**config.mk**
```make
export PLATFORM = sky130hd
export DESIGN_NAME = plvc_lane
export DESIGN_NICKNAME = d
export VERILOG_FILES = /design/src/hw/rtl/plvc_pkg.sv /design/src/hw/rtl/plvc_lane.sv
export SDC_FILE = /design/constraint.sdc
export NUM_CORES = 1
export LEC_CHECK = 0
export BUFFER_PORTS_ARGS = -buffer_cell sky130_fd_sc_hd__buf_2
export CAP_MARGIN = 30
export CORE_ASPECT_RATIO = 0.75
export CORE_MARGIN = 2
export CORE_UTILIZATION = 40
export CTS_BUF_LIST = sky130_fd_sc_hd__clkbuf_4
export DETAILED_ROUTE_END_ITERATION = 6
export RECOVER_POWER = 100
export SLEW_MARGIN = 20
export SYNTH_ARGS = -nofsm -noshare
export SYNTH_HDL_FRONTEND = slang
export SYNTH_SLANG_ARGS = --single-unit
```
**constraint.sdc**
```tcl
create_clock -name i_clk -period 5.97 [get_ports i_clk]
set_clock_uncertainty 0.2 [all_clocks]
set_input_delay 0.597 -clock i_clk [delete_from_list [all_inputs] [get_ports i_clk]]
set_output_delay 0.597 -clock i_clk [all_outputs]
set_load 0.01 [all_outputs]
```
**src/hw/rtl/plvc_pkg.sv**
```systemverilog
// Shared types, constants and helpers of the pairwise LDA vote classifier.
package plvc_pkg;

    // Sizes of the classifier
    localparam int MAX_CLASSES  = 8;
    localparam int NUM_FEATURES = 6;
    localparam int WEIGHT_WIDTH = 16;
    localparam int MAX_PAIRS    = (MAX_CLASSES * (MAX_CLASSES - 1)) / 2;

    // Port field widths
    localparam int ACTION_W      = 2;
    localparam int PAIR_W        = 5;
    localparam int SLOT_W        = 3;
    localparam int LOAD_W        = 40;
    localparam int FEAT_W        = 16;
    localparam int CFG_W         = 4;
    localparam int OUT_CLASS_W   = 3;
    localparam int OUT_VOTE_W    = 4;

    // Internal widths
    localparam int CLASS_W  = (MAX_CLASSES > 2) ? $clog2(MAX_CLASSES) : 1;
    localparam int NCLS_W   = $clog2(MAX_CLASSES + 1);
    localparam int VOTE_W   = $clog2(MAX_CLASSES) + 1;
    localparam int PROD_W   = FEAT_W + WEIGHT_WIDTH;
    localparam int PROJ_W   = PROD_W + $clog2(NUM_FEATURES + 1);
    localparam int DIFF_W   = ((PROJ_W > LOAD_W) ? PROJ_W : LOAD_W) + 1;
    localparam int TREE_LVL = (MAX_CLASSES > 2) ? $clog2(MAX_CLASSES) : 1;
    localparam int LEAVES   = 1 << TREE_LVL;

    // Cycles from pair address to registered distance decision
    localparam int DEC_LAT = 5;

    // Action codes
    localparam logic [ACTION_W-1:0] ACTION_LOAD_WEIGHT = 2'd0;
    localparam logic [ACTION_W-1:0] ACTION_LOAD_MEAN   = 2'd1;
    localparam logic [ACTION_W-1:0] ACTION_CLASSIFY    = 2'd2;

    // Saturation bounds of a weight, in load-value width
    localparam logic signed [LOAD_W-1:0] WEIGHT_MAX =
        LOAD_W'((64'sd1 <<< (WEIGHT_WIDTH - 1)) - 64'sd1);
    localparam logic signed [LOAD_W-1:0] WEIGHT_MIN = -WEIGHT_MAX - LOAD_W'(1);

    typedef logic signed [WEIGHT_WIDTH-1:0] t_weight;
    typedef logic signed [FEAT_W-1:0]       t_feature;
    typedef logic signed [PROD_W-1:0]       t_prod;
    typedef logic signed [LOAD_W-1:0]       t_mean;

    // Pair tag that rides along the datapath
    typedef struct packed {
        logic               valid;
        logic               last;
        logic [CLASS_W-1:0] cls_i;
        logic [CLASS_W-1:0] cls_j;
    } t_tag;

    // Vote update: tag plus distance decision (mean 0 strictly nearer)
    typedef struct packed {
        t_tag tag;
        logic near0;
    } t_vote_upd;

    // Argmax candidate
    typedef struct packed {
        logic                      ok;
        logic [CLASS_W-1:0]        idx;
        logic signed [VOTE_W-1:0]  votes;
    } t_cand;

    // Final answer of the vote stage
    typedef struct packed {
        logic                      valid;
        logic [CLASS_W-1:0]        cls;
        logic signed [VOTE_W-1:0]  votes;
    } t_result;

    // Clamp a load value into the weight range
    function automatic t_weight sat_weight(input t_mean v);
        t_mean c;
        begin
            c = v;
            if (v > WEIGHT_MAX) c = WEIGHT_MAX;
            if (v < WEIGHT_MIN) c = WEIGHT_MIN;
            sat_weight = t_weight'(c);
        end
    endfunction

    // Clamp the class count into [2, MAX_CLASSES]
    function automatic logic [NCLS_W-1:0] sat_classes(input logic [CFG_W-1:0] n);
        logic [NCLS_W-1:0] r;
        begin
            if (32'(n) < 2)                r = NCLS_W'(2);
            else if (32'(n) > MAX_CLASSES) r = NCLS_W'(MAX_CLASSES);
            else                           r = NCLS_W'(n);
            sat_classes = r;
        end
    endfunction

    // Keep a unless b is valid and either a is not or b is strictly higher (lower index wins ties)
    function automatic t_cand pick_cand(input t_cand a, input t_cand b);
        begin
            if (b.ok && (!a.ok || (b.votes > a.votes))) pick_cand = b;
            else                                         pick_cand = a;
        end
    endfunction

endpackage

```
**src/hw/rtl/plvc_lane.sv**
```systemverilog
// One feature lane: per-pair weight memory and a registered multiply.
module plvc_lane (
    input  logic                         i_clk,
    input  logic                         i_wr_en,
    input  logic [plvc_pkg::PAIR_W-1:0]  i_wr_addr,
    input  plvc_pkg::t_weight            i_wr_data,
    input  logic [plvc_pkg::PAIR_W-1:0]  i_rd_addr,
    input  plvc_pkg::t_feature           i_feature,
    output plvc_pkg::t_prod              o_prod
);
    import plvc_pkg::*;

    t_weight r_mem [MAX_PAIRS];
    t_weight r_weight;
    t_prod   r_prod;

    // Weight memory, registered read
    always_ff @(posedge i_clk) begin
        if (i_wr_en) begin
            r_mem[i_wr_addr] <= i_wr_data;
        end
        r_weight <= r_mem[i_rd_addr];
    end

    // Feature times weight, exact
    always_ff @(posedge i_clk) begin
        r_prod <= PROD_W'(i_feature) * PROD_W'(r_weight);
    end

    assign o_prod = r_prod;

endmodule

```
# Word level (Yosys, flattened, before mapping)
# Memory sizes are Yosys's and may differ from the RTL's. A register that Yosys moved wholly into a read port is not among the register bits.
# Cells that the tools add are included.
[totals] regBits=32 ramBits=448 inputBits=44 out_inout_bits=32 wordCells=5 mem_count=1
[memory_table] memory="r_mem" depth=28 word_bits=16 read_ports=1 rd_ports_with_merged_regs=1 write_ports=1 line_no="plvc_lane.sv:13" text="t_weight r_mem [MAX_PAIRS];"
[classes] multipliers=1 muxes=2
[ops] op="16-bit by 16-bit multiplier with 32-bit output" count=1
[ops] op="1-bit 2-to-1 mux" count=2

# Depth between registers and ports, before layout
[logic_depth] depth_word=2 depth_mapped=22 depth_no_buf=21

# Worst setup path after synthesis
# Ideal clock, no wire load.
[synth_path] path_kind="input -> register" startpoint="in i_feature[15]" endpoint="reg r_prod[31] (netlist: o_prod[31])" setup_time_ps=72 t_arrival_ps=5930 t_required_ps=5698 setup_slack_ps=-232 cell_stages=20 n_path_buf=1 path_cell_list="clkbuf_1 > nand2_1 > inv_1 > fa_1 > fa_1 > fa_1 > fa_1 > fa_1 > inv_1 > fa_1 > inv_1 > ha_1 > a21o_1 > a221oi_1 > o221ai_2 > o2111ai_1 > and3_1 > o21ai_1 > a21oi_1 > xnor2_1"
[synth_via] elab_chain_cells=1
[synth_rtl] element="from (decl)" line_no="plvc_lane.sv:8" text="input plvc_pkg::t_feature i_feature,"
[synth_rtl] element="16-bit by 16-bit multiplier with 32-bit output" line_no="plvc_lane.sv:27" text="r_prod <= PROD_W'(i_feature) * PROD_W'(r_weight);"
[synth_rtl] element="to (signal assigned)" line_no="plvc_lane.sv:27"
[synth_rtl] element="to (decl)" line_no="plvc_lane.sv:15" text="t_prod r_prod;"
# No other way between the ends.

# Worst setup path after layout
[layout_path] startpoint="reg r_weight[5], read port of r_mem" endpoint="reg r_prod[31] (netlist: o_prod[31])"
[layout_via] elab_chain_cells=1
[layout_rtl] element="from (decl)" line_no="plvc_lane.sv:14" text="t_weight r_weight;"
[layout_rtl] element="16-bit by 16-bit multiplier with 32-bit output" line_no="plvc_lane.sv:27"
# No other way between the ends.

==> reports/metrics.cfg <==
[logic_synthesis]
synth_nets=2222
synthTopCellsByCount=edfxtp_1 (448), inv_1 (290), fa_1 (262), nand2_1 (140), mux4_2 (128)
synthTopCellsByArea=edfxtp_1 (48%), fa_1 (19%), mux4_2 (10%)
yosysWarningCount=0
synth-async-reset-ratio_pct=0
synth_top_area_cell=edfxtp_1
synth_cell_type_count=52
netlist_instances=1834
synth_area_um2=27970
yosys.area.top_type_share_pct=48.09
synth_seq_cells=496
ys.flop_type=edfxtp_1
synth_edf_count=448
yosysSeqAreaShare_pct=51.53
synth_most_common_cell=edfxtp_1
postSynthAreaPerCell_um2=15.25

[clock_network]
clk_pin_slew_worst_paths_ns=0.07
clock_sinks=496
cts_tree=done
cts-root-buf=clkbuf_4
worstSkewPairLatency_ns=0.95
cts_buffers=117
htree_levels=3
cts_max_path_buffers=3

[setup_path]
worstPathArrival_ns=6.62
critPathMaxFanout=10
crit_required_ns=6.55
worstSetupEndpointType=register
startpoint_type=register
worstSetupPathType=register to register
critPathMostFrequentCell=fa_1
path_cells=buf_12 -> buf_8 -> and2_4 -> fa_1 -> inv_1 -> fa_1 -> fa_1 -> inv_1 -> fa_2 -> fa_1 -> inv_1 -> fa_1 -> inv_2 -> ha_4 -> nand3_4 -> or3_4 -> o221ai_4 -> o2111ai_2 -> buf_6 -> and3_4 -> o21ai_4 -> a21oi_2 -> xnor2_1
critPathMaxStageDelay_ns=0.52
regToRegSetupSlack_ns=-0.07
critPathSlowestCell=fa_1

[finish]
area_growth_pct=16.95
layout.cells.non_filler=3202
post_route_cells_drive_above_1_share_pct=26.33
multi_input_area_um2=12450
n_fill_cell=6108
fin_nets=2549
seqCellArea_um2=14440

[floorplan]
die_w_um=309.4
initial_core_util_pct=40.63
die_area_um2=72090
coreArea_um2=68850
ioPinCount=76
fp-row-count=83
die_y_um=233.0

[sta]
setup_viol=2
hold_viol=0
finalCritPeriodShare_pct=101.2
fmax_mhz=165.6
rsz0062_at_grt=true
max_slew.worst_pin.slew_ns=2.814
finalCriticalPeriod_ns=6.040
finalWorstSetupSlack_ns=-0.06957
finalMaxSlewViolations=236
max_slew_margin_pct=-87.60

[grt]
grt.overflow.total=0
grtUsageTotal_pct=19.04
grt_pass1_vias=17310
grt_max_degree=46
grt_pass1_wl_um=102200
grt_antenna_before_repair=5

[placed_design]
placed_cells=2949
gp_congestion=0.8160
port_buffers=75
dpl.hpwl_um=45290
post-place-ws_ns=-0.8191

[drt]
vias=15870
via_per_inst=4.957
drc=0
drt_iter0_markers=1296
ant_nets=0
wl_um=65770
first_pass_iters=5
wl_per_cell_um=20.54

[min_path]
hp-class=primary input to register

[outcome]
violations=capacitance limit, slew limit, setup timing
status=finished with violations

[flow_run]
cap_violations=10

worst paths after layout:
kind | from | cells past startpoint | to
setup / recovery | r_weight[5] | 23 | o_prod[31]
setup reg to reg | r_weight[5] | 23 | o_prod[31]
hold / removal | i_rd_addr[3] | 2 | r_weight[6]
hold reg to reg | r_mem[24][10] | 4 | r_weight[10]
stage by stage:
| step | hold WS (ns) | area, um^2 | utilization, % | TNS, ns |
|---|---|---|---|---|
| 2_1_floorplan | 0.3037 | 28020 | - | 0 |
| 3_3_place_gp | 0.5861 | 30650 | 44.51 | -5.039 |
| 3_5_place_dp | 0.5956 | 30720 | 44.62 | -5.998 |
| 4_1_cts | 0.02483 | 32830 | 47.67 | -0.01119 |
| 5_1_grt | 0.01783 | 32710 | 47.51 | -1.295 |
| 6_report | 0.1122 | 32720 | 47.51 | -0.1134 |
cell type report:
type                    instances  share of cell area (%)
inverters                     290                   3.327
flip-flops and latches        496                   44.15
multi-input cells             979                   38.06
clock inverters                36                  0.8873
repair buffers                277                   5.771
clock buffers                 182                   4.176
well taps                     935                   3.576
diodes                          7                 0.05354
critical path, delay by kind of cell, from the launching register on:
family / cells / cell delay (ns)
adder cells (fa/ha/maj): 7 / 3.21
XOR/XNOR: 1 / 0.12
AND/OR/NAND/NOR: 4 / 0.80
buffers and inverters: 7 / 0.63
AO/OA/AOI/OAI: 4 / 0.63
flip-flops: 1 / 0.33
layout by cell type (no fill, tap or decap), types with 73 or more instances in the layout:
cell type	netlist	layout
nand2_1	140	139
ha_1	82	73
clkbuf_4	0	184
buf_4	3	145
fa_1	262	249
edfxtp_1	448	448
and2_1	123	116
mux4_2	128	128
inv_1	290	286
clkbuf_1	45	81
layer usage:
metal	routed length, um	vias to the layer above	share of wire [%]	global-route usage (%)
li1	-	7058	-	-
met1	30020	8259	46	27.40
met2	30450	474	46	29.52
met3	4112	80	6.3	4.017
met4	1170	2	1.8	4.930
met5	13	-	0.020	0
timing repair:
| action | 4_1_cts | 5_1_grt |
|---|---|---|
| hold endpoints to repair | 444 | 0 |
| resized for setup | 54 | 24 |
| pin swaps | 25 | 14 |
| endpoints found under the setup margin | 14 | 12 |
| buffers inserted | 4 | 7 |
| hold buffers | 17 | 0 |
cells by family after synthesis:
logic type	Yosys count	synth area share, %
AO/OA/AOI/OAI	81	1.928
XOR/XNOR	37	1.158
adder cells (fa/ha/maj)	344	22.42
buffers and inverters	359	5.157
flip-flops	496	51.53
multiplexers	160	11.52
AND/OR/NAND/NOR	357	6.289
state kept, by name (all words and copies together), names as in the netlist:
register	cells
r_weight	16
r_mem	448
o_prod	32
Power is not shown: default switching activity piles up to over one toggle a cycle in this logic, so the estimate is an artifact.
