==> src/hw/rtl/plvc_pkg.sv <==
// Shared types, constants and helpers of the pairwise LDA vote classifier.
package plvc_pkg;

    // Sizes of the classifier
    localparam int MAX_CLASSES  = 8;
    localparam int NUM_FEATURES = 6;
    localparam int WEIGHT_WIDTH = 16;
    localparam int MAX_PAIRS    = (MAX_CLASSES * (MAX_CLASSES - 1)) / 2;

    // Port field widths
    localparam int ACTION_W      = 2;
    localparam int PAIR_W        = 5;
    localparam int SLOT_W        = 3;
    localparam int LOAD_W        = 40;
    localparam int FEAT_W        = 16;
    localparam int CFG_W         = 4;
    localparam int OUT_CLASS_W   = 3;
    localparam int OUT_VOTE_W    = 4;

    // Internal widths
    localparam int CLASS_W  = (MAX_CLASSES > 2) ? $clog2(MAX_CLASSES) : 1;
    localparam int NCLS_W   = $clog2(MAX_CLASSES + 1);
    localparam int VOTE_W   = $clog2(MAX_CLASSES) + 1;
    localparam int PROD_W   = FEAT_W + WEIGHT_WIDTH;
    localparam int PROJ_W   = PROD_W + $clog2(NUM_FEATURES + 1);
    localparam int DIFF_W   = ((PROJ_W > LOAD_W) ? PROJ_W : LOAD_W) + 1;
    localparam int TREE_LVL = (MAX_CLASSES > 2) ? $clog2(MAX_CLASSES) : 1;
    localparam int LEAVES   = 1 << TREE_LVL;

    // Cycles from pair address to registered distance decision
    localparam int DEC_LAT = 5;

    // Action codes
    localparam logic [ACTION_W-1:0] ACTION_LOAD_WEIGHT = 2'd0;
    localparam logic [ACTION_W-1:0] ACTION_LOAD_MEAN   = 2'd1;
    localparam logic [ACTION_W-1:0] ACTION_CLASSIFY    = 2'd2;

    // Saturation bounds of a weight, in load-value width
    localparam logic signed [LOAD_W-1:0] WEIGHT_MAX =
        LOAD_W'((64'sd1 <<< (WEIGHT_WIDTH - 1)) - 64'sd1);
    localparam logic signed [LOAD_W-1:0] WEIGHT_MIN = -WEIGHT_MAX - LOAD_W'(1);

    typedef logic signed [WEIGHT_WIDTH-1:0] t_weight;
    typedef logic signed [FEAT_W-1:0]       t_feature;
    typedef logic signed [PROD_W-1:0]       t_prod;
    typedef logic signed [LOAD_W-1:0]       t_mean;

    // Pair tag that rides along the datapath
    typedef struct packed {
        logic               valid;
        logic               last;
        logic [CLASS_W-1:0] cls_i;
        logic [CLASS_W-1:0] cls_j;
    } t_tag;

    // Vote update: tag plus distance decision (mean 0 strictly nearer)
    typedef struct packed {
        t_tag tag;
        logic near0;
    } t_vote_upd;

    // Argmax candidate
    typedef struct packed {
        logic                      ok;
        logic [CLASS_W-1:0]        idx;
        logic signed [VOTE_W-1:0]  votes;
    } t_cand;

    // Final answer of the vote stage
    typedef struct packed {
        logic                      valid;
        logic [CLASS_W-1:0]        cls;
        logic signed [VOTE_W-1:0]  votes;
    } t_result;

    // Clamp a load value into the weight range
    function automatic t_weight sat_weight(input t_mean v);
        t_mean c;
        begin
            c = v;
            if (v > WEIGHT_MAX) c = WEIGHT_MAX;
            if (v < WEIGHT_MIN) c = WEIGHT_MIN;
            sat_weight = t_weight'(c);
        end
    endfunction

    // Clamp the class count into [2, MAX_CLASSES]
    function automatic logic [NCLS_W-1:0] sat_classes(input logic [CFG_W-1:0] n);
        logic [NCLS_W-1:0] r;
        begin
            if (32'(n) < 2)                r = NCLS_W'(2);
            else if (32'(n) > MAX_CLASSES) r = NCLS_W'(MAX_CLASSES);
            else                           r = NCLS_W'(n);
            sat_classes = r;
        end
    endfunction

    // Keep a unless b is valid and either a is not or b is strictly higher (lower index wins ties)
    function automatic t_cand pick_cand(input t_cand a, input t_cand b);
        begin
            if (b.ok && (!a.ok || (b.votes > a.votes))) pick_cand = b;
            else                                         pick_cand = a;
        end
    endfunction

endpackage

==> src/hw/rtl/plvc_vote.sv <==
// Vote counters per class and a registered argmax tree over them.
module plvc_vote (
    input  logic                         i_clk,
    input  logic                         i_rst_n,
    input  logic                         i_clear,
    input  plvc_pkg::t_vote_upd          i_upd,
    input  logic [plvc_pkg::NCLS_W-1:0]  i_ncls,
    output plvc_pkg::t_result            o_result
);
    import plvc_pkg::*;

    logic signed [VOTE_W-1:0] r_votes [MAX_CLASSES];
    logic signed [VOTE_W-1:0] w_delta [MAX_CLASSES];
    t_cand                    w_leaf  [LEAVES];
    t_cand                    w_in_a  [1:LEAVES-1];
    t_cand                    w_in_b  [1:LEAVES-1];
    t_cand                    r_node  [1:LEAVES-1];
    logic                     r_final;
    logic [TREE_LVL-1:0]      r_tvld;

    // Per-class step: winner of the pair +1, loser -1
    always_comb begin
        for (int k = 0; k < MAX_CLASSES; k++) begin
            w_delta[k] = '0;
            if (i_upd.tag.cls_i == CLASS_W'(k)) begin
                w_delta[k] = i_upd.near0 ? VOTE_W'(1) : -VOTE_W'(1);
            end
            if (i_upd.tag.cls_j == CLASS_W'(k)) begin
                w_delta[k] = i_upd.near0 ? -VOTE_W'(1) : VOTE_W'(1);
            end
        end
    end

    // Counters, cleared at each classify
    always_ff @(posedge i_clk) begin
        for (int k = 0; k < MAX_CLASSES; k++) begin
            if (i_clear) begin
                r_votes[k] <= '0;
            end else if (i_upd.tag.valid) begin
                r_votes[k] <= r_votes[k] + w_delta[k];
            end
        end
    end

    // Tree leaves; classes beyond the count in use drop out
    for (genvar gk = 0; gk < LEAVES; gk++) begin : g_leaf
        if (gk < MAX_CLASSES) begin : g_used
            assign w_leaf[gk].ok    = (NCLS_W'(gk) < i_ncls);
            assign w_leaf[gk].idx   = CLASS_W'(gk);
            assign w_leaf[gk].votes = r_votes[gk];
        end else begin : g_pad
            assign w_leaf[gk] = '0;
        end
    end

    // Heap-ordered tree wiring: node k has children 2k and 2k+1
    for (genvar gn = 1; gn < LEAVES; gn++) begin : g_node
        if (2 * gn >= LEAVES) begin : g_bottom
            assign w_in_a[gn] = w_leaf[2 * gn - LEAVES];
            assign w_in_b[gn] = w_leaf[2 * gn + 1 - LEAVES];
        end else begin : g_inner
            assign w_in_a[gn] = r_node[2 * gn];
            assign w_in_b[gn] = r_node[2 * gn + 1];
        end
    end

    always_ff @(posedge i_clk) begin
        for (int k = 1; k < LEAVES; k++) begin
            r_node[k] <= pick_cand(w_in_a[k], w_in_b[k]);
        end
    end

    // Tree timing: start after the last pair's update
    always_ff @(posedge i_clk) begin
        if (!i_rst_n) begin
            r_final <= 1'b0;
            r_tvld  <= '0;
        end else begin
            r_final <= i_upd.tag.valid && i_upd.tag.last;
            if (TREE_LVL > 1) begin
                r_tvld <= {r_tvld[TREE_LVL-2:0], r_final};
            end else begin
                r_tvld <= TREE_LVL'(r_final);
            end
        end
    end

    assign o_result.valid = r_tvld[TREE_LVL-1];
    assign o_result.cls   = r_node[1].idx;
    assign o_result.votes = r_node[1].votes;

endmodule

==> config.mk <==
export PLATFORM = sky130hd
export DESIGN_NAME = plvc_vote
export DESIGN_NICKNAME = d
export VERILOG_FILES = /design/src/hw/rtl/plvc_pkg.sv /design/src/hw/rtl/plvc_vote.sv
export SDC_FILE = /design/constraint.sdc
export NUM_CORES = 1
export LEC_CHECK = 0
export ABC_AREA = 1
export ABC_CLOCK_PERIOD_IN_PS = 5320
export BUFFER_PORTS_ARGS = -buffer_cell sky130_fd_sc_hd__buf_4
export CORE_MARGIN = 2
export CORE_UTILIZATION = 45
export CTS_CLUSTER_DIAMETER = 40
export DETAILED_ROUTE_END_ITERATION = 12
export PLACE_DENSITY = 0.7
export SYNTH_ARGS = -nofsm -noshare
export SYNTH_HDL_FRONTEND = slang
export SYNTH_SLANG_ARGS = --single-unit
==> constraint.sdc <==
create_clock -name i_clk -period 5.32 [get_ports i_clk]
set_clock_uncertainty 0.1 [all_clocks]
set_input_delay 1.064 -clock i_clk [delete_from_list [all_inputs] [get_ports i_clk]]
set_output_delay 1.064 -clock i_clk [all_outputs]
set_load 0.1 [all_outputs]
# --- Word level (Yosys, flattened, before mapping) ---
# Memories as Yosys holds them, arrays and structs flattened.
# Index checks and enable logic that the tools add are counted.
op_classes:
  bitwise: 8
  n_eq_ne: 14
  addsub: 8
  n_reduce_logical: 24
  muxes: 38
  n_lt_le_gt_ge: 15
ops:
  columns: ["cell", "count"]
  rows:
  - ["$mux 4", 26]
  - ["$mux 8", 7]
  - ["$add 4x4->4", 8]
  - ["$gt 4x4->1", 7]
  - ["$eq 3x3->1 const B", 8]
  - ["$lt 3x4->1 const A", 4]
  - ["$eq 3x2->1 const B", 4]
  - ["$logic_and 1x1->1", 8]
  - ["$lt 1x4->1 const A", 2]
  - ["$lt 2x4->1 const A", 2]
  - ["$or 1x1->1", 8]
  - ["$logic_not 1->1", 7]
  - ["$logic_or 1x1->1", 7]
  - ["$eq 3x1->1 const B", 2]
  - ["$logic_not 3->1", 2]
  - ["$mux 1", 5]
word_totals:
  mem_count: 2
  reg_bits: 4
  in_bits: 16
  ramBits: 88
mem_list:
  columns: ["name", "words", "width", "rd", "rd_clocked_by_memory_dff", "wr", "line", "text"]
  rows:
  - ["r_node", 7, 8, 7, 0, 7, "plvc_vote.sv:17", "t_cand r_node [1:LEAVES-1];"]
  - ["r_votes", 8, 4, 8, 0, 8, "plvc_vote.sv:12", "logic signed [VOTE_W-1:0] r_votes [MAX_CLASSES];"]

# --- Depth between registers and ports, before layout ---
depth:
  ltp_word: 5
  mapped_depth: 14
  mapped_depth_nobuf: 13

# --- Worst setup path after synthesis ---
# No wires, ideal clock.
synth_path:
  path_kind: "in2reg"
  startpoint: "input i_upd[2] in the netlist's numbering"
  endpoint: "memory r_votes[1][7] in the netlist's numbering, data pin"
  setup_ns: 0.253
  cell_stages: 12
  path_slack_ns: 2.517
  arrival_time_ns: 2.450
  path_cell_list: "buf_6 -> inv_4 -> nand3_1 -> a21oi_1 -> inv_1 -> ha_1 -> a21oi_1 -> nand2_1 -> nand2_1 -> nand2_1 -> nor2_1 -> nor2_1"
synth_lines:
  columns: ["item", "line", "text"]
  rows:
  - ["start, declared", "plvc_vote.sv:6", "input plvc_pkg::t_vote_upd i_upd,"]
  - ["end, declared", "plvc_vote.sv:12", null]

==> results.sh <==
export IMPL_cts_tree="yes"
export IMPL_synth_compound_area_share_pct=2.96
export IMPL_vias=3692
export IMPL_cts_root_buf="clkbuf_8"
export IMPL_synth_fa_ha_area_share_pct=16.7
export IMPL_startpoint_type="primary input"
export IMPL_core_area_sq_um=10400
export IMPL_path_cells="buf_4 > inv_4 > nand3_1 > a21oi_1 > inv_1 > ha_1 > a21oi_1 > nand2_1 > nand2_1 > nand2_1 > nor2_1 > nor2_1"
export IMPL_muxShareOfSynthArea_pct=0
export IMPL_grt_max_degree=33
export IMPL_period_needed_ps=2690
export IMPL_clock_fmax_ghz=0.371
export IMPL_start_util_pct=46.6
export IMPL_io_pins=24
export IMPL_synth_area_sq_um=4850
export IMPL_grt_first_pass_wirelength_um=15600
export IMPL_clk_path_buf_depth=2
export IMPL_wire_per_inst_um=12.0
export IMPL_rsz0062_at_grt="false"
export IMPL_cts_buffers=9
export IMPL_async_flop_share_pct=0
export IMPL_hold_buffers=0
export IMPL_port_buffers=23
export IMPL_syn_avg_cell_area_sq_um=8.13
export IMPL_busiest_layer="met2"
export IMPL_grt_pass1_vias=3602
export IMPL_routed_wirelength_um=9080
export IMPL_endpoint="r_votes[1][7]"
export IMPL_place_area_sq_um=5090
export IMPL_ir_drop_mv=0.409
export IMPL_path_class="primary input to register"
export IMPL_rr_worst_depth=8
export IMPL_drc=0
export IMPL_synth_ff_type="dfxtp_1"
export IMPL_synth_seq_cells=81
export IMPL_synth_xor_area_share_pct=1.44
export IMPL_cts_sinks=81
export IMPL_cpMostUsedCell="nand2_1"
export IMPL_timing_final_crit_share_pct=50.6
export IMPL_final_layout_size_suffix_gt1_share_pct=11.6
export IMPL_postCtsSetupRepairBufs=0
export IMPL_dp_hpwl_um=7050
export IMPL_synth_largest_area_cell="dfxtp_1"
export IMPL_use_met2_pct=30.2
export IMPL_synth_top_family_by_area="simple AND/OR/NAND/NOR gates"
export IMPL_worstMarginPinSlew_ps=785
export IMPL_p_per_area_nw_per_um2=370
export IMPL_hold_ws_ps=309
export IMPL_critPathArrivalTime_ps=2710
export IMPL_fillers=961
export IMPL_dr_first_iter_drc_count=177
export IMPL_hold_viol=0
export IMPL_drtAntennaViolNets=0
export IMPL_fin_nets=693
export IMPL_worstSetupEndpointType="register"
export IMPL_crit_start="i_upd[2]"
export IMPL_cts_resized=0
export IMPL_synth_top_cells_by_area="dfxtp_1, edfxtp_1, ha_1"
export IMPL_setup_tns_ps=0
export IMPL_dr_pass1_iters=4
export IMPL_synth_cell_types=31
export IMPL_die_area_sq_um=11600
export IMPL_antenna_cells=0
export IMPL_clk_pin_slew_ps=80
export IMPL_hold_class="register to register"
export IMPL_synth_commonest_cells="nand2_1, inv_1, nor2_1"
export IMPL_cpPeakStageDelay_ps=340
export IMPL_p_leak_nw=2.72
export IMPL_multi_input_area_sq_um=2450
export IMPL_grt_usage_pct=17.2
export IMPL_ys_seq_area_share_pct=40.0
export IMPL_die_height_um=108
export IMPL_final_setup_viol_count=0
export IMPL_syn_to_final_growth_pct=8.77
export IMPL_met3_usage_pct=4.30
export IMPL_reg2reg_to="r_node[0][58]"
export IMPL_avgViaCountPerCell=4.87
export IMPL_synth_edf_count=32
export IMPL_r2r_slack_ps=3530
export IMPL_post_synth_and_or_nand_nor_area_fraction_pct=29.3
export IMPL_cts_max_level=3
export IMPL_stdcell_area_sq_um=5280
export IMPL_ys_warn_count=0
export IMPL_critPathMaxFanout=9
export IMPL_placementRows=37
export IMPL_syn_nets=673
export IMPL_r2r_start="r_votes[1][11]"
export IMPL_cp_slowest_cell="ha_1"
export IMPL_outcome="completed"
export IMPL_groute_layer_met1_usage_pct=20.4
export IMPL_routabilityCongestion=0.839
export IMPL_antenna_found_initial=0
export IMPL_overflow=0
export IMPL_final_max_slew_violation_count=0
export IMPL_regArea_sq_um=1940
export IMPL_relSlewSlack_pct=47.7
export IMPL_drv_cap=0
export IMPL_synth_top_area_share_pct=20.2
export IMPL_synth_most_common_cell="nand2_1"
export IMPL_clock_latency_ps=360
export IMPL_die_width_um=108
export IMPL_synthCells=597
export IMPL_cp_required_ps=5340
## registers in the layout, summed over array words and instances (netlist names)
name / count
r_final: 1
r_votes: 32
r_node: 45
r_tvld: 3
## cell usage in the layout (no fill, tap or decap), types with 6 or more instances in the layout
cell	instances
inv_1	84
nor2_1	61
clkbuf_8	9
nand3_2	9
fa_1	8
ha_1	52
a21oi_1	12
nand2_2	6
dfxtp_1	49
buf_4	23
nand2_1	160
nand4_1	11
edfxtp_1	32
nand3_1	59
## critical path, delay by kind of cell
kind,cells,cell delay [ps]
AND/OR/NAND/NOR,6,480
AO/OA/AOI/OAI,2,460
adder cells (fa/ha/maj),1,340
buffers and inverters,3,370
## power by group
part | total [mW] | switching [mW] | internal, mW
clock network | 0.422 | 0.223 | 0.199
registers | 0.826 | 0.0640 | 0.762
logic | 0.707 | 0.489 | 0.218
total | 1.96 | 0.776 | 1.18
## worst min path at each step
| stage | to | start | depth (start not counted) |
|---|---|---|---|
| final | r_tvld[1] | r_tvld[0] | 2 |
| after global placement | r_tvld[1] | r_tvld[0] | 2 |
| after CTS | r_tvld[1] | r_tvld[0] | 2 |
| after global routing | r_tvld[2] | r_tvld[1] | 2 |
| after detailed placement | r_tvld[1] | r_tvld[0] | 2 |
| after floorplan | r_tvld[1] | r_tvld[0] | 2 |
## stage by stage
step / total power, mW / instances / utilization [%] / worst slack [ps]
2_1_floorplan: 1.42 / 597 / - / 2520
3_3_place_gp: 1.52 / 742 / 48.8 / 2390
3_5_place_dp: 1.55 / 742 / 48.8 / 2280
4_1_cts: 1.98 / 758 / 50.7 / 2670
5_1_grt: 2.10 / 758 / 50.7 / 2470
6_report: 1.96 / 758 / 50.7 / 2630
## cells by family (layout without fill, tap and decap cells)
logic type                 after synthesis  count (layout)
and+or+nand+nor                        319             319
buffers and inverters                  106             131
DFF                                     81              81
adders and majority gates               60              60
AOI/OAI and AO/OA                       23              23
xor gates and xnor gates                 8               8
## area by class of cell
cell class                      count  area share [%]
Inverter                           92            6.73
Clock buffer                       11            2.89
Clock inverter                      5           0.735
Sequential cell                    81            36.8
Tap cell                          136            3.22
Timing Repair Buffer               23            3.27
Multi-Input combinational cell    410            46.4
## per-layer routing
layer	vias up	share of wire, %	wire (um)
met3	14	3.3	303
met5	-	0	0
li1	1954	-	-
met2	59	49	4470
met1	1665	46	4150
met4	0	1.7	156
Note: power is estimated with default switching activity, not from simulation.
