--- config.mk ---
export PLATFORM = sky130hd
export DESIGN_NAME = plvc_merge
export DESIGN_NICKNAME = d
export VERILOG_FILES = /design/src/hw/rtl/plvc_pkg.sv /design/src/hw/rtl/plvc_merge.sv
export SDC_FILE = /design/constraint.sdc
export NUM_CORES = 2
export LEC_CHECK = 0
export BUFFER_PORTS_ARGS = -buffer_cell sky130_fd_sc_hd__buf_2
export CAP_MARGIN = 30
export CORE_UTILIZATION = 43
export DETAILED_ROUTE_END_ITERATION = 10
export GPL_ROUTABILITY_DRIVEN = 0
export MAX_ROUTING_LAYER = met4
export SLEW_MARGIN = 30
export SYNTH_ARGS = -nofsm -noshare
export SYNTH_HDL_FRONTEND = slang
export SYNTH_SLANG_ARGS = --single-unit
--- constraint.sdc ---
create_clock -name i_clk -period 9.6 [get_ports i_clk]
set_input_delay 0 -clock i_clk [delete_from_list [all_inputs] [get_ports i_clk]]
set_output_delay 0 -clock i_clk [all_outputs]
set_load 0.02 [all_outputs]
--- src/hw/rtl/plvc_pkg.sv ---
// Shared types, constants and helpers of the pairwise LDA vote classifier.
package plvc_pkg;

    // Sizes of the classifier
    localparam int MAX_CLASSES  = 8;
    localparam int NUM_FEATURES = 6;
    localparam int WEIGHT_WIDTH = 16;
    localparam int MAX_PAIRS    = (MAX_CLASSES * (MAX_CLASSES - 1)) / 2;

    // Port field widths
    localparam int ACTION_W      = 2;
    localparam int PAIR_W        = 5;
    localparam int SLOT_W        = 3;
    localparam int LOAD_W        = 40;
    localparam int FEAT_W        = 16;
    localparam int CFG_W         = 4;
    localparam int OUT_CLASS_W   = 3;
    localparam int OUT_VOTE_W    = 4;

    // Internal widths
    localparam int CLASS_W  = (MAX_CLASSES > 2) ? $clog2(MAX_CLASSES) : 1;
    localparam int NCLS_W   = $clog2(MAX_CLASSES + 1);
    localparam int VOTE_W   = $clog2(MAX_CLASSES) + 1;
    localparam int PROD_W   = FEAT_W + WEIGHT_WIDTH;
    localparam int PROJ_W   = PROD_W + $clog2(NUM_FEATURES + 1);
    localparam int DIFF_W   = ((PROJ_W > LOAD_W) ? PROJ_W : LOAD_W) + 1;
    localparam int TREE_LVL = (MAX_CLASSES > 2) ? $clog2(MAX_CLASSES) : 1;
    localparam int LEAVES   = 1 << TREE_LVL;

    // Cycles from pair address to registered distance decision
    localparam int DEC_LAT = 5;

    // Action codes
    localparam logic [ACTION_W-1:0] ACTION_LOAD_WEIGHT = 2'd0;
    localparam logic [ACTION_W-1:0] ACTION_LOAD_MEAN   = 2'd1;
    localparam logic [ACTION_W-1:0] ACTION_CLASSIFY    = 2'd2;

    // Saturation bounds of a weight, in load-value width
    localparam logic signed [LOAD_W-1:0] WEIGHT_MAX =
        LOAD_W'((64'sd1 <<< (WEIGHT_WIDTH - 1)) - 64'sd1);
    localparam logic signed [LOAD_W-1:0] WEIGHT_MIN = -WEIGHT_MAX - LOAD_W'(1);

    typedef logic signed [WEIGHT_WIDTH-1:0] t_weight;
    typedef logic signed [FEAT_W-1:0]       t_feature;
    typedef logic signed [PROD_W-1:0]       t_prod;
    typedef logic signed [LOAD_W-1:0]       t_mean;

    // Pair tag that rides along the datapath
    typedef struct packed {
        logic               valid;
        logic               last;
        logic [CLASS_W-1:0] cls_i;
        logic [CLASS_W-1:0] cls_j;
    } t_tag;

    // Vote update: tag plus distance decision (mean 0 strictly nearer)
    typedef struct packed {
        t_tag tag;
        logic near0;
    } t_vote_upd;

    // Argmax candidate
    typedef struct packed {
        logic                      ok;
        logic [CLASS_W-1:0]        idx;
        logic signed [VOTE_W-1:0]  votes;
    } t_cand;

    // Final answer of the vote stage
    typedef struct packed {
        logic                      valid;
        logic [CLASS_W-1:0]        cls;
        logic signed [VOTE_W-1:0]  votes;
    } t_result;

    // Clamp a load value into the weight range
    function automatic t_weight sat_weight(input t_mean v);
        t_mean c;
        begin
            c = v;
            if (v > WEIGHT_MAX) c = WEIGHT_MAX;
            if (v < WEIGHT_MIN) c = WEIGHT_MIN;
            sat_weight = t_weight'(c);
        end
    endfunction

    // Clamp the class count into [2, MAX_CLASSES]
    function automatic logic [NCLS_W-1:0] sat_classes(input logic [CFG_W-1:0] n);
        logic [NCLS_W-1:0] r;
        begin
            if (32'(n) < 2)                r = NCLS_W'(2);
            else if (32'(n) > MAX_CLASSES) r = NCLS_W'(MAX_CLASSES);
            else                           r = NCLS_W'(n);
            sat_classes = r;
        end
    endfunction

    // Keep a unless b is valid and either a is not or b is strictly higher (lower index wins ties)
    function automatic t_cand pick_cand(input t_cand a, input t_cand b);
        begin
            if (b.ok && (!a.ok || (b.votes > a.votes))) pick_cand = b;
            else                                         pick_cand = a;
        end
    endfunction

endpackage

--- src/hw/rtl/plvc_merge.sv ---
// Merge stage: sums lane products, compares distances to the pair's two means.
module plvc_merge (
    input  logic                         i_clk,
    input  logic                         i_wr_en,
    input  logic                         i_wr_sel,
    input  logic [plvc_pkg::PAIR_W-1:0]  i_wr_addr,
    input  plvc_pkg::t_mean              i_wr_data,
    input  logic [plvc_pkg::PAIR_W-1:0]  i_rd_addr,
    input  plvc_pkg::t_prod              i_prod [plvc_pkg::NUM_FEATURES],
    output logic                         o_near0
);
    import plvc_pkg::*;

    t_mean r_mean0_mem [MAX_PAIRS];
    t_mean r_mean1_mem [MAX_PAIRS];
    t_mean r_mean0_rd, r_mean1_rd;
    t_mean r_mean0_d,  r_mean1_d;
    t_mean r_mean0_s,  r_mean1_s;

    logic signed [PROJ_W-1:0] w_sum;
    logic signed [PROJ_W-1:0] r_proj;
    logic signed [DIFF_W-1:0] r_diff0, r_diff1;
    logic        [DIFF_W-1:0] w_abs0, w_abs1;
    logic                     r_near0;

    // Mean memories, registered read
    always_ff @(posedge i_clk) begin
        if (i_wr_en && !i_wr_sel) begin
            r_mean0_mem[i_wr_addr] <= i_wr_data;
        end
        if (i_wr_en && i_wr_sel) begin
            r_mean1_mem[i_wr_addr] <= i_wr_data;
        end
        r_mean0_rd <= r_mean0_mem[i_rd_addr];
        r_mean1_rd <= r_mean1_mem[i_rd_addr];
    end

    // Adder tree over the lanes
    always_comb begin
        w_sum = '0;
        for (int k = 0; k < NUM_FEATURES; k++) begin
            w_sum = w_sum + PROJ_W'(i_prod[k]);
        end
    end

    // Align means with products, then projection, then differences
    always_ff @(posedge i_clk) begin
        r_mean0_d <= r_mean0_rd;
        r_mean1_d <= r_mean1_rd;
        r_mean0_s <= r_mean0_d;
        r_mean1_s <= r_mean1_d;
        r_proj    <= w_sum;
        r_diff0   <= DIFF_W'(r_proj) - DIFF_W'(r_mean0_s);
        r_diff1   <= DIFF_W'(r_proj) - DIFF_W'(r_mean1_s);
    end

    // Absolute distances and strict compare
    assign w_abs0 = r_diff0[DIFF_W-1] ? DIFF_W'(-r_diff0) : DIFF_W'(r_diff0);
    assign w_abs1 = r_diff1[DIFF_W-1] ? DIFF_W'(-r_diff1) : DIFF_W'(r_diff1);

    always_ff @(posedge i_clk) begin
        r_near0 <= (w_abs0 < w_abs1);
    end

    assign o_near0 = r_near0;

endmodule

* Word level (Yosys, flattened, before mapping)
Memory sizes are Yosys's and may differ from the RTL's. A register that Yosys moved wholly into a read port is not among the register bits. Cells that the tools add are included. W data, S select, Z words.
Storage, ports and cells: bits in registers 278, latch bits 0, bits in writable memories 2240, ROM bits 0, input port bits 245, output and inout bits 1, logic and storage cells 29, memories kept 2
Memories:
- r_mean0_mem | depth 28, bits a word 40, read ports 1, clocked after Yosys merged registers in 1, write ports 1, line plvc_merge.sv:14 | t_mean r_mean0_mem [MAX_PAIRS];
- r_mean1_mem | depth 28, bits a word 40, read ports 1, clocked after Yosys merged registers in 1, write ports 1, line plvc_merge.sv:15 | t_mean r_mean1_mem [MAX_PAIRS];
Operators by class: add/subtract/negate cells 9, $mul 0, divide/modulo/power cells 0, order comparisons 1, eq/ne operators 0, shifts and indexed selects 0, mux-type cells 6, bitwise logic cells 0, reductions and logical operators 3
Operator list (count):
- $mux W41 | 2
- $neg A41 Y41 | 2
- $sub A35 B40 Y41 | 2
- $add A35 B32 Y35 | 2
- $lt A41 B41 Y1 | 1
- $add A34 B32 Y35 | 1
- $add A33 B32 Y34 | 1
- $add A32 B32 Y33 | 1
- $mux W1 | 4
- $logic_and A1 B1 Y1 | 2
- $logic_not A1 Y1 | 1

* Longest topological paths before layout
depth after elaboration 5, gate-level depth with buffers 20, depth with buffers taken out 20

* Least setup slack after synthesis
Ideal clock, no wire load.
path type input to register, start point input i_prod[103] in the netlist's numbering, end point register r_proj[34], library setup time 0.072 ns, arrival 3.838 ns, required time 9.528 ns, path slack 5.690 ns, stages on the path 16, path buffers 0, cells stage by stage inv_1 fa_1 inv_1 fa_1 inv_1 fa_1 inv_1 ha_1 nand2_1 or4b_2 o22a_1 o211ai_1 a21oi_1 a211o_1 a21oi_1 xnor2_1
On the way: word-level cells in the longest chain between the ends 4
Ends and longest elaborated chain:
- start: declaration | line plvc_merge.sv:9 | input plvc_pkg::t_prod i_prod [plvc_pkg::NUM_FEATURES],
- $add A33 B32 Y34 | line plvc_merge.sv:42 | w_sum = w_sum + PROJ_W'(i_prod[k]);
- $add A34 B32 Y35 | line plvc_merge.sv:42
- $add A35 B32 Y35 (2 in a row) | line plvc_merge.sv:42
- named net w_sum[34] | line plvc_merge.sv:20 | logic signed [PROJ_W-1:0] w_sum;
- end signal: assignment | line plvc_merge.sv:52 | r_proj <= w_sum;
- end: declaration | line plvc_merge.sv:21 | logic signed [PROJ_W-1:0] r_proj;
The timed path passes the listed nets, and every way through them passes these cells.

* Worst setup path after layout
start point register r_diff0[6], end point register r_near0, in the netlist o_near0
On the way: word-level cells in the longest chain between the ends 3
Ends and longest elaborated chain:
- start: declaration | line plvc_merge.sv:22 | logic signed [DIFF_W-1:0] r_diff0, r_diff1;
- start signal: assignment | line plvc_merge.sv:53 | r_diff0 <= DIFF_W'(r_proj) - DIFF_W'(r_mean0_s);
- $neg A41 Y41 | line plvc_merge.sv:58 | assign w_abs0 = r_diff0[DIFF_W-1] ? DIFF_W'(-r_diff0) : DIFF_W'(r_diff0);
- $mux W41 (*) | line plvc_merge.sv:58
- $lt A41 B41 Y1 (*) | line plvc_merge.sv:62 | r_near0 <= (w_abs0 < w_abs1);
- end signal: assignment | line plvc_merge.sv:62
- end: declaration | line plvc_merge.sv:24 | logic r_near0;
Every way passes the cells marked *; elsewhere a longest branch is shown, timed or not.

==> results.md <==
| Group | Result | Reported |
| --- | --- | --- |
| synthesis | Simple-gate portion of the synthesized area | 0.0243 |
| timing | Setup tns final | 0 ns |
| synthesis | Number of nets produced by synthesis | 6110 |
| detailed routing | Average routed wire per standard cell | 28.7 um |
| synthesis | Gate count of the mapped netlist | 5578 |
| cells and area | Number of fillers in the final layout | 19700 |
| synthesis | Number of warnings issued by yosys | 0 |
| clock network | CTS Sinks | 2598 |
| floorplanning | Row count | 181 |
| power | Share of total power consumed by net switching | 0.273 |
| detailed routing | DRT Wirelength | 272000 um |
| timing | Unrepaired setup endpoints after global routing | false |
| power | Total internal power | 21500 uW |
| power | Worst voltage drop across the vdd grid | 167 uV |
| clock network | Bufs on Longest Clock Path | 4 |
| placed design | I/O Buffers | 245 |
| floorplanning | # IOs | 246 |
| clock network | CTS HTree Levels | 5 |
| timing | Tmin final | 4.14 ns |
| floorplanning | Initial standard-cell utilization of the core | 0.432 |
| synthesis | Post-Syn Area | 105000 um^2 |
| critical path | Max incr delay on CP | 0.54 ns |
| power | Leakage component of the power | 0.0416 uW |
| detailed routing | Vias after detailed routing | 53600 |
| power | PwrDens | 244 nW/um^2 |
| floorplanning | Placeable core area | 243000 um^2 |
| power | Part of the total power dissipated in sequential elements | 0.448 |
| timing | Maximum operating frequency | 0.242 GHz |
| critical path | Critical-path cell list | or4_4, or3_1, nor2_1, nand2_1, or3_1, nand2b_1, o21ai_0, xnor2_1, ha_1, a21oi_1, nor2b_1, o21ai_0, nand2b_1, a21oi_1, nor2b_1, o21ai_0, nand2b_1, a2111oi_0 |
| synthesis | Number of storage elements in the synthesis netlist | 2598 |
| timing | Final period utilization | 0.431 |
| detailed routing | Drt first pass iters | 5 |
| global route | Antenna violations before repair | 16 |
| synthesis | Mean cell area of the mapped netlist | 18.8 um^2 |
| detailed routing | Post-route antenna net violation count | 0 |
| placed design | HPWL Detailed | 163000 um |
| detailed routing | Count of routing violations after the opening detailed-route iteration | 5464 |
| critical path | Type of origin of the critical path | flip-flop |
| job | Maximum Capacitance Violations | 0 |
| clock network | # Post-CTS Setup Buffers | 0 |
| power | Combinational share of power | 0.199 |
| clock network | Clock tree from TritonCTS | done |
| floorplanning | Horizontal extent of the die | 496 um |
| synthesis | Xor/xnor cell area share of the yosys netlist | 0.0150 |
| timing | Final clock skew | 0.0477 ns |
| floorplanning | Die Outline Area | 246000 um^2 |
| critical path | Arrival time of the worst setup path | 4.92 ns |
| critical path | Class of the most critical setup path | flip-flop to flip-flop |
| synthesis | Multiplexer area fraction after synthesis | 0.154 |
| cells and area | Share of cells above drive strength 1 | 0.245 |
| critical path | Master of the slowest instance on the critical path | sky130_fd_sc_hd__or4_4 |
| synthesis | Combinational family with the most area after synthesis | multiplexers |
| synthesis | Share of synthesized area occupied by flip-flops and latches | 0.709 |
| timing | Hold slack final | 0.0378 ns |
| global route | Pin count of the biggest net entering global routing | 136 |
| clock network | Clock tree root buffer cell | sky130_fd_sc_hd__clkbuf_16 |
| synthesis | Most common flop cell mapped by yosys | sky130_fd_sc_hd__edfxtp_1 |
| synthesis | Adder-cell share of the synthesized area | 0.0436 |
| timing | Hold Vio Cnt, Final | 0 |
| detailed routing | Vias per Instance | 5.66 |
| synthesis | Async SR Flop Fraction | 0 |
| synthesis | Compound-cell area share of the yosys netlist | 0.0317 |
| critical path | Required time at the worst-slack endpoint | 10.37 ns |
| timing | Max-slew violation count | 0 |
| cells and area | Synth-to-Final Area Change | 15.2% |
| critical path | Buffers & Inverters on Critical Path | 0 |
| timing | Setup violation total in the final timing report | 0 |
| clock network | Number of buffers added by the clock tree synthesis step | 280 |
| global route | Global routing usage summed across all routing layers | 0.228 |
| critical path | Nature of the critical path endpoint | flip-flop |
| synthesis | Post-synth cell types | 69 |
| detailed routing | Count of unresolved DRC violations after routing | 0 |
| global route | Via count of the first global-routing pass | 54600 |
| clock network | Insertion delay to the later sink of the worst-skew pair | 0.92 ns |
| timing | Normalized max-slew margin | 0.292 |
| power | Sw power | 8070 uW |
| run status | Outcome | finished clean |
| floorplanning | Die height | 496 um |
| global route | Overflow left after global routing | 0 |
| critical path | Largest driver fanout on the critical path | 6 |
| clock network | CTS clk-pin slew, worst paths | 0.06 ns |
| min path | Hold Path Class | input port to flip-flop |
| global route | Global-route wire length before repair | 389000 um |
| power | Clock group share of total power | 0.352 |
| timing | Slew @ Worst Pin | 1.06 ns |
| synthesis | Number of enable-type register cells in the synthesized netlist | 2240 |
| critical path | Cell family with most CP delay | simple AND/OR/NAND/NOR gates |
| cells and area | Final-stage net count | 6600 |
routing by layer:
metal / track usage / wire length [um] / vias to the layer above
met5: - / 0 / -
met4: 0.0558 / 6080 / 0
met3: 0.0309 / 16100 / 375
met2: 0.367 / 134000 / 1898
met1: 0.309 / 116000 / 28500
li1: - / - / 22900
tightest hold or removal path, delay by kind of cell:
family / cells / cell delay, ns
compound gates: 1 / 0.05
mux: 2 / 0.47
simple gates: 1 / 0.04
buf+inv: 1 / 0.24
per-stage QoR:
step	total power, uW	setup WS [ns]	instance area [um^2]	cells	utilization
after floorplan	17500	5.69	105000	5578	-
after global placement	19200	5.06	111000	8883	0.455
after detailed placement	19300	5.05	111000	8920	0.458
after CTS	29700	5.44	121000	9471	0.497
after global routing	30900	5.04	121000	9475	0.498
final	29500	5.46	121000	9475	0.498
power by group through the flow:
stage          clock (uW)  sequential [uW]  combinational, uW
2_1_floorplan           0            13200               4270
3_3_place_gp            0            13500               5770
3_5_place_dp            0            13500               5810
4_1_cts             10600            13200               5910
5_1_grt             11000            13300               6590
6_report            10400            13200               5890
timing repair:
action	CTS	global route
hold endpoints to repair	2315	0
hold buffers	67	0
gates resized for setup	0	0
cells in the final DEF (no fill, tap or decap), types with 18 or more instances in the layout:
| cell type | Yosys | routed |
|---|---|---|
| sky130_fd_sc_hd__nor2b_1 | 23 | 23 |
| sky130_fd_sc_hd__nor2_4 | 0 | 56 |
| sky130_fd_sc_hd__fa_1 | 132 | 132 |
| sky130_fd_sc_hd__clkbuf_1 | 154 | 84 |
| sky130_fd_sc_hd__nand2_1 | 206 | 206 |
| sky130_fd_sc_hd__buf_4 | 0 | 96 |
| sky130_fd_sc_hd__mux2i_1 | 82 | 82 |
| sky130_fd_sc_hd__o31ai_1 | 24 | 24 |
| sky130_fd_sc_hd__clkinv_2 | 0 | 27 |
| sky130_fd_sc_hd__xor2_1 | 76 | 76 |
| sky130_fd_sc_hd__clkinv_1 | 0 | 28 |
| sky130_fd_sc_hd__ha_1 | 155 | 155 |
| sky130_fd_sc_hd__nor3_1 | 22 | 22 |
| sky130_fd_sc_hd__a21oi_1 | 131 | 131 |
| sky130_fd_sc_hd__dfxtp_1 | 358 | 358 |
| sky130_fd_sc_hd__buf_2 | 23 | 224 |
| sky130_fd_sc_hd__mux4_2 | 640 | 640 |
| sky130_fd_sc_hd__mux2_2 | 80 | 80 |
| sky130_fd_sc_hd__nand4_1 | 26 | 26 |
| sky130_fd_sc_hd__nand3_1 | 37 | 37 |
| sky130_fd_sc_hd__nor2_1 | 127 | 71 |
| sky130_fd_sc_hd__buf_16 | 0 | 23 |
| sky130_fd_sc_hd__inv_1 | 410 | 410 |
| sky130_fd_sc_hd__o21ai_0 | 171 | 171 |
| sky130_fd_sc_hd__nand2b_1 | 22 | 22 |
| sky130_fd_sc_hd__bufinv_16 | 0 | 18 |
| sky130_fd_sc_hd__a31oi_1 | 18 | 18 |
| sky130_fd_sc_hd__xnor2_1 | 104 | 104 |
| sky130_fd_sc_hd__a21o_1 | 79 | 79 |
| sky130_fd_sc_hd__clkbuf_8 | 0 | 19 |
| sky130_fd_sc_hd__clkbuf_16 | 0 | 291 |
| sky130_fd_sc_hd__dlygate4sd3_1 | 0 | 67 |
| sky130_fd_sc_hd__edfxtp_1 | 2240 | 2240 |
kinds of logic (layout without fill, tap and decap cells):
group	after synthesis	count (layout)
flops	2598	2598
mux	802	802
buf+inv	639	1331
simple gates	541	541
compound gates	531	531
fa+ha+maj	287	287
xor+xnor	180	180
other cells	0	3
registers in the layout, indices dropped and copies added (netlist names):
name / cells
o_near0: 1
r_diff0: 41
r_diff1: 41
r_mean0_d: 40
r_mean0_mem: 1120
r_mean0_rd: 40
r_mean0_s: 40
r_mean1_d: 40
r_mean1_mem: 1120
r_mean1_rd: 40
r_mean1_s: 40
r_proj: 35
synthesized netlist by cell type (82+ instances only):
master	n	area (um^2)
sky130_fd_sc_hd__fa_1	132	2640
sky130_fd_sc_hd__inv_1	410	1540
sky130_fd_sc_hd__mux4_2	640	14400
sky130_fd_sc_hd__nand2_1	206	773
sky130_fd_sc_hd__a21oi_1	131	656
sky130_fd_sc_hd__mux2i_1	82	821
sky130_fd_sc_hd__clkbuf_1	154	578
sky130_fd_sc_hd__xnor2_1	104	911
sky130_fd_sc_hd__ha_1	155	1940
sky130_fd_sc_hd__edfxtp_1	2240	67300
sky130_fd_sc_hd__dfxtp_1	358	7170
sky130_fd_sc_hd__o21ai_0	171	856
sky130_fd_sc_hd__nor2_1	127	477
path summary, 6_finish.rpt:
kind                               startpoint              to  slack, ns  cells after the start
worst max-delay path               r_diff0[6]         o_near0       5.46                     18
worst min-delay path             i_rd_addr[1]  r_mean0_rd[15]       0.04                      5
worst max register to register     r_diff0[6]         o_near0       5.46                     18
worst min register to register  r_mean0_d[37]   r_mean0_s[37]       0.30                      0
cell type report:
class                      count  area (um^2)  area share
clock buffer                 394         7860      0.0650
clock inverter                90          930     0.00769
sequential                  2598        74400       0.615
inverter                     410         1540      0.0127
tap                         3202         4010      0.0331
timing repair buffer         437         3590      0.0297
antenna                        3         7.51   0.0000621
multi-input combinational   2341        28600       0.236
No activity file was read; power rests on OpenSTA's default activity.
